==> src/rtl/core/pba_pkg.sv <==
package pba_pkg;

    // Field widths of the request and result beats
    localparam int FUNC_W   = 2;
    localparam int ADDR_W   = 32;
    localparam int LEN_W    = 32;
    localparam int PADDR_W  = 27;
    localparam int STATUS_W = 2;

    // Default geometry of the page bitmap
    localparam int NUM_PAGES_DEF  = 32768;
    localparam int PAGE_BYTES_DEF = 4096;
    localparam int WORD_BITS_DEF  = 32;

    typedef enum logic [FUNC_W-1:0] {
        FN_ALLOC     = 2'd0,
        FN_FREE      = 2'd1,
        FN_MARK_USED = 2'd2,
        FN_MARK_FREE = 2'd3
    } t_func;

    typedef enum logic [STATUS_W-1:0] {
        ST_OK     = 2'd0,
        ST_OOM    = 2'd1,
        ST_BEYOND = 2'd2
    } t_status;

    // Controller to datapath
    typedef struct packed {
        logic load;      // capture a request beat
        logic prep;      // resolve region bounds
        logic clear;     // zero one bitmap word
        logic scan;      // first-fit search
        logic sweep;     // region read-modify-write
        logic out_load;  // move result into output register
    } t_cmd;

    // Datapath to controller
    typedef struct packed {
        logic clear_done;
        logic empty;
        logic scan_done;
        logic sweep_done;
    } t_sts;

endpackage

==> src/rtl/core/pba_ctrl.sv <==
module pba_ctrl (
    input  logic                       i_clk,
    input  logic                       i_rst_n,
    input  logic                       i_valid,
    output logic                       o_stall,
    input  logic [pba_pkg::FUNC_W-1:0] i_func,
    output logic                       o_valid,
    input  logic                       i_stall,
    output pba_pkg::t_cmd              o_cmd,
    input  pba_pkg::t_sts              i_sts
);

    import pba_pkg::*;

    typedef enum logic [2:0] {
        S_CLEAR,
        S_IDLE,
        S_PREP,
        S_SCAN,
        S_SWEEP,
        S_RESULT
    } t_state;

    t_state r_state;
    logic   r_out_vld;
    logic   accept;
    logic   out_free;

    assign accept   = i_valid && (r_state == S_IDLE);
    assign out_free = !r_out_vld || !i_stall;

    // Commands decoded from state
    always_comb begin
        o_cmd          = '0;
        o_cmd.load     = accept;
        o_cmd.prep     = (r_state == S_PREP);
        o_cmd.clear    = (r_state == S_CLEAR);
        o_cmd.scan     = (r_state == S_SCAN);
        o_cmd.sweep    = (r_state == S_SWEEP);
        o_cmd.out_load = (r_state == S_RESULT) && out_free;
    end

    // Sequence one request; hold the result beat until taken
    always_ff @(posedge i_clk) begin
        if (!i_rst_n) begin
            r_state   <= S_CLEAR;
            r_out_vld <= 1'b0;
        end else begin
            unique case (r_state)
                S_CLEAR: begin
                    if (i_sts.clear_done) begin
                        r_state <= S_IDLE;
                    end
                end
                S_IDLE: begin
                    if (i_valid) begin
                        r_state <= (i_func == FN_ALLOC) ? S_SCAN : S_PREP;
                    end
                end
                S_PREP: begin
                    r_state <= i_sts.empty ? S_RESULT : S_SWEEP;
                end
                S_SCAN: begin
                    if (i_sts.scan_done) begin
                        r_state <= S_RESULT;
                    end
                end
                S_SWEEP: begin
                    if (i_sts.sweep_done) begin
                        r_state <= S_RESULT;
                    end
                end
                S_RESULT: begin
                    if (out_free) begin
                        r_state <= S_IDLE;
                    end
                end
                default: begin
                    r_state <= S_IDLE;
                end
            endcase
            if (o_cmd.out_load) begin
                r_out_vld <= 1'b1;
            end else if (!i_stall) begin
                r_out_vld <= 1'b0;
            end
        end
    end

    assign o_stall = (r_state != S_IDLE);
    assign o_valid = r_out_vld;

`ifndef SYNTHESIS
    a_no_overwrite: assert property (@(posedge i_clk) disable iff (!i_rst_n)
        o_cmd.out_load |-> (!r_out_vld || !i_stall))
        else $error("result register loaded while a stalled beat waits");

    a_valid_from_result: assert property (@(posedge i_clk) disable iff (!i_rst_n)
        $rose(o_valid) |-> $past(r_state == S_RESULT))
        else $error("result beat raised outside the result step");

    a_accept_busy: assert property (@(posedge i_clk) disable iff (!i_rst_n)
        (i_valid && !o_stall) |=> o_stall)
        else $error("request accepted without leaving idle");
`endif

endmodule

==> config.mk <==
export PLATFORM = sky130hd
export DESIGN_NAME = pba_ctrl
export DESIGN_NICKNAME = d
export VERILOG_FILES = /design/src/rtl/core/pba_pkg.sv /design/src/rtl/core/pba_ctrl.sv
export SDC_FILE = /design/constraint.sdc
export NUM_CORES = 1
export LEC_CHECK = 0
export BUFFER_PORTS_ARGS = -buffer_cell sky130_fd_sc_hd__buf_2
export CAP_MARGIN = 10
export CORE_AREA = 4 4 41 43
export DETAILED_ROUTE_END_ITERATION = 7
export DIE_AREA = 0 0 45 47
export PLACE_DENSITY = 0.47
export SYNTH_ARGS = -nofsm -noshare
export SYNTH_HDL_FRONTEND = slang
export SYNTH_SLANG_ARGS = --single-unit
==> constraint.sdc <==
create_clock -name i_clk -period 3.3 [get_ports i_clk]
set_input_delay 0.33 -clock i_clk [delete_from_list [all_inputs] [get_ports i_clk]]
set_output_delay 0.33 -clock i_clk [all_outputs]
set_load 0.01 [all_outputs]
==> metrics.md, run 1 <==
| Metric | Value |
|---|---|
| First-pass GRT wire length | `1040 um` |
| Fraction of layout cells with a size suffix above 1 | `0.491` |
| Max Cap Viol | `0` |
| Post-synth top area share | `0.277` |
| Post-Synthesis Mean Instance Area | `8.26 um2` |
| Die area | `0.00212 mm2` |
| CP required | `2.97 ns` |
| CTS Sinks | `4` |
| CTS clk-pin slew, worst paths | `0.04 ns` |
| Via count of the first global-routing pass | `290` |
| Pwr Density | `446 mW/mm2` |
| Met2 wire len | `344 um` |
| Post_cts resized | `0` |
| Num CTS Buffers | `3` |
| Peak VDD IR | `0.000230 V` |
| CTS tree | `built` |
| CP max-delay cell | `dfxtp_1` |
| Clk buf depth | `2` |
| R2R cell count | `4` |
| Max Used Layer | `met3` |
| Crit path launch type | `flip-flop` |
| Final Critical Period | `1.76 ns` |
| CP cell instances | `inv_2 -> or2_2 -> a21oi_1 -> buf_2` |
| Final worst-path cycle share | `0.534` |
| Post-DP HPWL | `579 um` |
| Die width | `45 um` |
| Fin. Hold Viols | `0` |
| Core Footprint | `0.00130 mm2` |
| Yosys warnings | `0` |
| Initial antenna violation count | `0` |
| Static Leak | `0.187 nW` |
| CTS Hold Buffers Added | `0` |
| GRT Total Usage | `0.0696` |
| Critical path type | `flip-flop to output pin` |
| Routed Antenna Nets | `0` |
| Met1 Wirelength | `296 um` |
| Crit path max fanout | `12` |
| Cell count along the critical path | `4` |
| Status | `completed` |
| DRT Wirelength | `670 um` |
| Worst rel slew slack | `0.761` |
| Ranking of synthesized cells by area | `dfxtp_1 (28%), mux2i_1 (6.9%), o32ai_2 (5.6%)` |
| Top Ports | `18` |
| Min-Delay Path Class | `input pin to flip-flop` |
| Commonest non-fill, non-tap cells in the layout | `buf_2 (17), nor2_1 (4), dfxtp_1 (4)` |
| R2R Setup Slk | `2.04 ns` |
| CP bufs+invs | `2` |
| Post-CTS Setup Repair Bufs | `0` |
| Syn Std Cell Area | `289 um2` |
| Commonest non-fill, non-tap cell in the layout | `buf_2` |
| Number of inserted diodes | `0` |
| Placed cell count | `65` |
| Fmax | `568 MHz` |
| Nets@finish | `65` |
| Vias | `294` |
| Cell taking the most area after synthesis | `dfxtp_1` |
| Via density | `4.32` |
| Max Slew Vio Count | `0` |
| WHS Path Cells | `2` |
| CTS HTree Levels | `1` |
| Final Power | `177 uW` |
| Met3 Wirelength | `29 um` |
| Drt drc | `0` |
| Cells after synthesis | `35` |
| Critical path's top delay family | `flip-flops` |
| Initial DRC count | `4` |
| Syn Nets | `45` |
| Gpl congestion | `0.704` |
| Critical path capture point type | `output pin` |
| Synth-to-Final Area Change | `37.2%` |
| Register area share after synthesis | `0.277` |
| Root Driver | `clkbuf_4` |
| Routed WL per cell | `9.85 um` |
| Final cell count without fillers | `68` |
| Port bufs | `17` |
| Slew @ Worst Pin | `0.358 ns` |
| Final clock skew | `0.00375 ns` |
| Slowest stage delay, CP | `0.52 ns` |
| RSZ-0062 raised after global routing | `false` |
| Gr ovfl total | `0` |
| Synthesis-stage register bit count | `4` |
| Num rows | `13` |
| DR pass1 iterations | `2` |
| Skew-Pair Late Insertion Delay | `0.23 ns` |
| Distinct cells, synth | `22` |
| Final setup fails | `0` |
| Initial core utilization | `0.222` |
| Largest net degree at the start of global routing | `13` |
| Die height | `47 um` |
| Worst Path Arrival | `1.43 ns` |
| Setup TNS | `0 ns` |
## kinds of logic after synthesis
logic type | Yosys count | synth area share
and+or+nand+nor | 17 | 0.320
muxes | 2 | 0.0693
DFF | 4 | 0.277
AOI/OAI and AO/OA | 8 | 0.242
buffers and inverters | 4 | 0.0909
## registers in the layout (all words and copies together), names as in the netlist
name	count
o_valid	1
r_state	3
## metal layers
layer / up-vias / global-route usage
li1: 161 / -
met1: 127 / 0.0729
met2: 6 / 0.116
met3: 0 / 0.0230
met4: 0 / 0.0526
met5: - / 0
## cell usage after synthesis, drive strengths merged
cell type  count
nor2           4
nor3           3
or2            1
o22ai          1
nand2          3
o311ai         1
o32ai          1
and3           1
a21oi          3
dfxtp          4
o2111ai        1
and2           1
a21boi         1
mux2i          2
nand2b         2
inv            2
buf            2
nor2b          2
## path summary, 6_finish.rpt
check | startpoint | to
max | r_state[0]$_SDFFE_PN0P_ | o_cmd[0]
min | i_rst_n | r_state[2]$_SDFFE_PN0P_
max reg2reg | r_state[0]$_SDFFE_PN0P_ | r_state[0]$_SDFFE_PN0P_
min reg2reg | o_valid$_SDFFE_PN0P_ | o_valid$_SDFFE_PN0P_
## per-stage QoR
stage	instance area [um2]	worst slack (ns)	hold slack, ns	util
floorplan	289	1.95	0.452	-
global placement	374	1.81	0.495	0.288
detailed placement	374	1.77	0.496	0.288
CTS	397	1.52	0.344	0.305
global route	397	1.40	0.360	0.305
finish	397	1.54	0.355	0.305
## final cells by class
cell class / instances / area [um2]
fillers: 154 / 905
multi-input cells: 27 / 183
repair buffers: 17 / 85.1
flip-flops and latches: 4 / 80.1
clock buffers: 3 / 22.5
well taps: 15 / 18.8
inverters: 2 / 7.51
## report_power, final
part	internal, mW	leakage, nW	switching (mW)	total, mW
sequential	0.0532	0.0327	0.0108	0.0640
combinational	0.0267	0.141	0.0262	0.0529
clock	0.0406	0.0138	0.0191	0.0597
Power figures use the tool's default switching activity.
==> run 2: changes to the inputs <==
--- a/config.mk
+++ b/config.mk
@@ -5,12 +5,13 @@
 export SDC_FILE = /design/constraint.sdc
 export NUM_CORES = 1
 export LEC_CHECK = 0
+export ABC_AREA = 1
 export BUFFER_PORTS_ARGS = -buffer_cell sky130_fd_sc_hd__buf_2
 export CAP_MARGIN = 10
 export CORE_AREA = 4 4 41 43
 export DETAILED_ROUTE_END_ITERATION = 7
 export DIE_AREA = 0 0 45 47
-export PLACE_DENSITY = 0.47
+export PLACE_DENSITY = 0.49
 export SYNTH_ARGS = -nofsm -noshare
 export SYNTH_HDL_FRONTEND = slang
 export SYNTH_SLANG_ARGS = --single-unit
==> constraint.sdc (replaced) <==
create_clock -name i_clk -period 1.6 [get_ports i_clk]
set_input_delay 0.16 -clock i_clk [delete_from_list [all_inputs] [get_ports i_clk]]
set_output_delay 0.16 -clock i_clk [all_outputs]
set_load 0.01 [all_outputs]
==> metrics.md, run 2 <==
| Metric | Value |
|---|---|
| Combinational power share | `0.523 (+0.223)` |
| Pint | `357 uW (+200%)` |
| DRT Wirelength | `705 um (+5.2%)` |
| Flop pwr share | `0.282 (-0.080)` |
| Cell taking the most area after synthesis | `dfxtp_1` |
| Largest net degree at the start of global routing | `8 (-5)` |
| Post-CTS Setup Repair Bufs | `0 (unchanged)` |
| Gpl congestion | `0.739 (+4.9%)` |
| DR pass1 iterations | `4 (+2)` |
| Final worst-path cycle share | `0.867` |
| Num rows | `13 (unchanged)` |
| Final clock skew | `0.00660 ns (+0.00285 ns)` |
| Post-Synthesis Mean Instance Area | `6.07 um2 (-26%)` |
| Initial core utilization | `0.224 (+0.00192)` |
| Final Critical Period | `1.39 ns` |
| Slowest stage delay, CP | `0.42 ns (-0.10 ns)` |
| Critical path type | `flip-flop to output pin` |
| Die area | `0.00212 mm2 (unchanged)` |
| R2R Setup Slk | `0.44 ns (-1.60 ns)` |
| Drt drc | `0 (unchanged)` |
| Post-synth EDFFs | `0 (unchanged)` |
| Via density | `4.27 (-1.3%)` |
| Setup slack after placement | `0.456 ns (-1.31 ns)` |
| Top reg by flops | `r_state` |
| Worst rel slew slack | `0.830 (+0.0689)` |
| CTS HTree Levels | `1 (unchanged)` |
| Yosys warnings | `0 (unchanged)` |
| CP max-delay cell | `dfxtp_1` |
| Cells after synthesis | `48 (+37%)` |
| Final setup fails | `0 (unchanged)` |
| Status | `completed` |
| Sw Share | `0.455 (+0.137)` |
| Syn Nets | `58 (+29%)` |
| Syn Std Cell Area | `292 um2 (+0.87%)` |
| Vias | `350 (+19%)` |
| Number of inserted diodes | `0 (unchanged)` |
| Max reg flops | `3 (unchanged)` |
| Die height | `47 um (unchanged)` |
| Commonest non-fill, non-tap cells in the layout | `buf_2 (17), nand2_1 (7), inv_1 (7)` |
| Synth-to-Final Area Change | `40.8%` |
| Fraction of layout cells with a size suffix above 1 | `0.448 (-0.0428)` |
| CTS Hold Buffers Added | `0 (unchanged)` |
| Post-DP HPWL | `598 um (+3.3%)` |
| Share of synthesized registers carrying an async set or reset | `0 (unchanged)` |
| Synthesis-stage register bit count | `4 (unchanged)` |
| RSZ-0062 raised after global routing | `false` |
| Static Leak | `0.249 nW (+33%)` |
| Initial antenna violation count | `0 (unchanged)` |
| Fin. Hold Viols | `0 (unchanged)` |
| Top Ports | `18 (unchanged)` |
| CP cell instances | `inv_2 -> nor2_2 -> nand2_1 -> nor2_2 -> buf_2` |
| Crit path launch type | `flip-flop` |
| # fillers | `165 (+7.1%)` |
| Final worst slack | `0.213 ns (-1.33 ns)` |
| Multi-input logic area | `166 um2 (-8.9%)` |
| Port bufs | `17 (unchanged)` |
| Register area | `80.1 um2 (unchanged)` |
| Distinct cells, synth | `15 (-32%)` |
| Worst Path Arrival | `1.23 ns (-0.20 ns)` |
| Slew @ Worst Pin | `0.253 ns (-0.105 ns)` |
| Routed Antenna Nets | `0 (unchanged)` |
| Peak VDD IR | `0.000694 V (+200%)` |
| Fmax | `721 MHz` |
| CTS Sinks | `4 (unchanged)` |
| Post-synth top flop | `dfxtp_1` |
| GRT Total Usage | `0.0821 (+0.0126)` |
| Worst path most repeated cell | `nor2_2` |
| Root Driver | `clkbuf_4` |
| Power share of the clock group | `0.194 (-0.144)` |
| Ranking of synthesized cells by area | `dfxtp_1 (27%), inv_1 (9.0%), nand2_1 (9.0%)` |
| Post_cts resized | `0 (unchanged)` |
| Post-synth top area share | `0.275 (-0.00238)` |
| Routed WL per cell | `8.60 um (-13%)` |
| Core Footprint | `0.00130 mm2 (unchanged)` |
| CTS clk-pin slew, worst paths | `0.04 ns (about the same)` |
| Setup TNS | `0 ns (unchanged)` |
| Register area share after synthesis | `0.275 (-0.00238)` |
| Pwr Density | `1600 mW/mm2 (+260%)` |
| Via count of the first global-routing pass | `308 (+6.2%)` |
| CP required | `1.44 ns (-1.53 ns)` |
| Switch Pwr | `298 uW (+430%)` |
| Clk buf depth | `2 (unchanged)` |
| Commonest non-fill, non-tap cell in the layout | `buf_2` |
| Critical path capture point type | `output pin` |
| Max Slew Vio Count | `0 (unchanged)` |
| Num CTS Buffers | `3 (unchanged)` |
| Die width | `45 um (unchanged)` |
| CTS tree | `built` |
| Skew-Pair Late Insertion Delay | `0.24 ns (about the same)` |
| Initial DRC count | `4 (unchanged)` |
| Nets@finish | `79 (+22%)` |
| First-pass GRT wire length | `1210 um (+17%)` |
| Gr ovfl total | `0 (unchanged)` |
| Max Cap Viol | `0 (unchanged)` |
| Most frequent cells after synthesis | `inv_1 (7), nand2_1 (7), nor2_1 (6), nand3_1 (5)` |
| Crit path max fanout | `6 (-6)` |
| Min-Delay Path Class | `input pin to flip-flop` |
## run 2: cell types whose count changed in the layout (fill, tap and decap cells not counted), moves of 4 or more
cell	before	now
inv_1	1	7
nand2_1	3	7
nand3_1	0	5
nor2_2	0	4
## run 2: final timing paths
check                     startpoint                 endpoint  cells past startpoint
min reg2reg     o_valid$_SDFFE_PN0P_     o_valid$_SDFFE_PN0P_                      2
max reg2reg  r_state[2]$_SDFFE_PN0P_  r_state[0]$_SDFFE_PN0P_                      6
min                          i_rst_n  r_state[2]$_SDFFE_PN0P_                      3
max          r_state[0]$_SDFFE_PN0P_                 o_cmd[5]                      5
## run 2: metrics by stage
step,std cells,hold WS [ns],area [um2],total power [mW],utilization
5_1_grt,82,0.182,410,0.723,0.315
2_1_floorplan,48,0.280,292,0.432,-
6_report,82,0.164,410,0.656,0.315
3_5_place_dp,79,0.414,388,0.533,0.298
4_1_cts,82,0.161,410,0.666,0.315
3_3_place_gp,79,0.409,388,0.540,0.298
## run 2: power groups by stage
stage          logic, mW  registers [mW]  clock network, mW
5_1_grt            0.395           0.193              0.135
3_3_place_gp       0.354           0.186                  0
4_1_cts            0.348           0.185              0.132
6_report           0.343           0.185              0.127
2_1_floorplan      0.255           0.177                  0
3_5_place_dp       0.346           0.187                  0
## run 2: cell type report
type                    count  area share
clock buffers               3      0.0549
repair buffers             17       0.207
flip-flops and latches      4       0.195
well taps                  15      0.0457
multi-input cells          33       0.405
inverters                  10      0.0915
## run 2: kinds of logic after synthesis
group           synth area share
simple gates               0.472
buf+inv                    0.155
compound gates            0.0987
flops                      0.275
## run 2: critical path: cells and delay by family (launching register included)
family | cells | cell delay, ns
flip-flops | 1 | 0.42
AND/OR/NAND/NOR | 3 | 0.37
buffers and inverters | 2 | 0.20
## run 2: layer usage
| layer | global-route usage | part of all wire |
|---|---|---|
| met2 | 0.124 | 0.46 |
| met5 | 0 | 0 |
| met4 | 0.0526 | 0.031 |
| met3 | 0.0383 | 0.078 |
| met1 | 0.0932 | 0.43 |
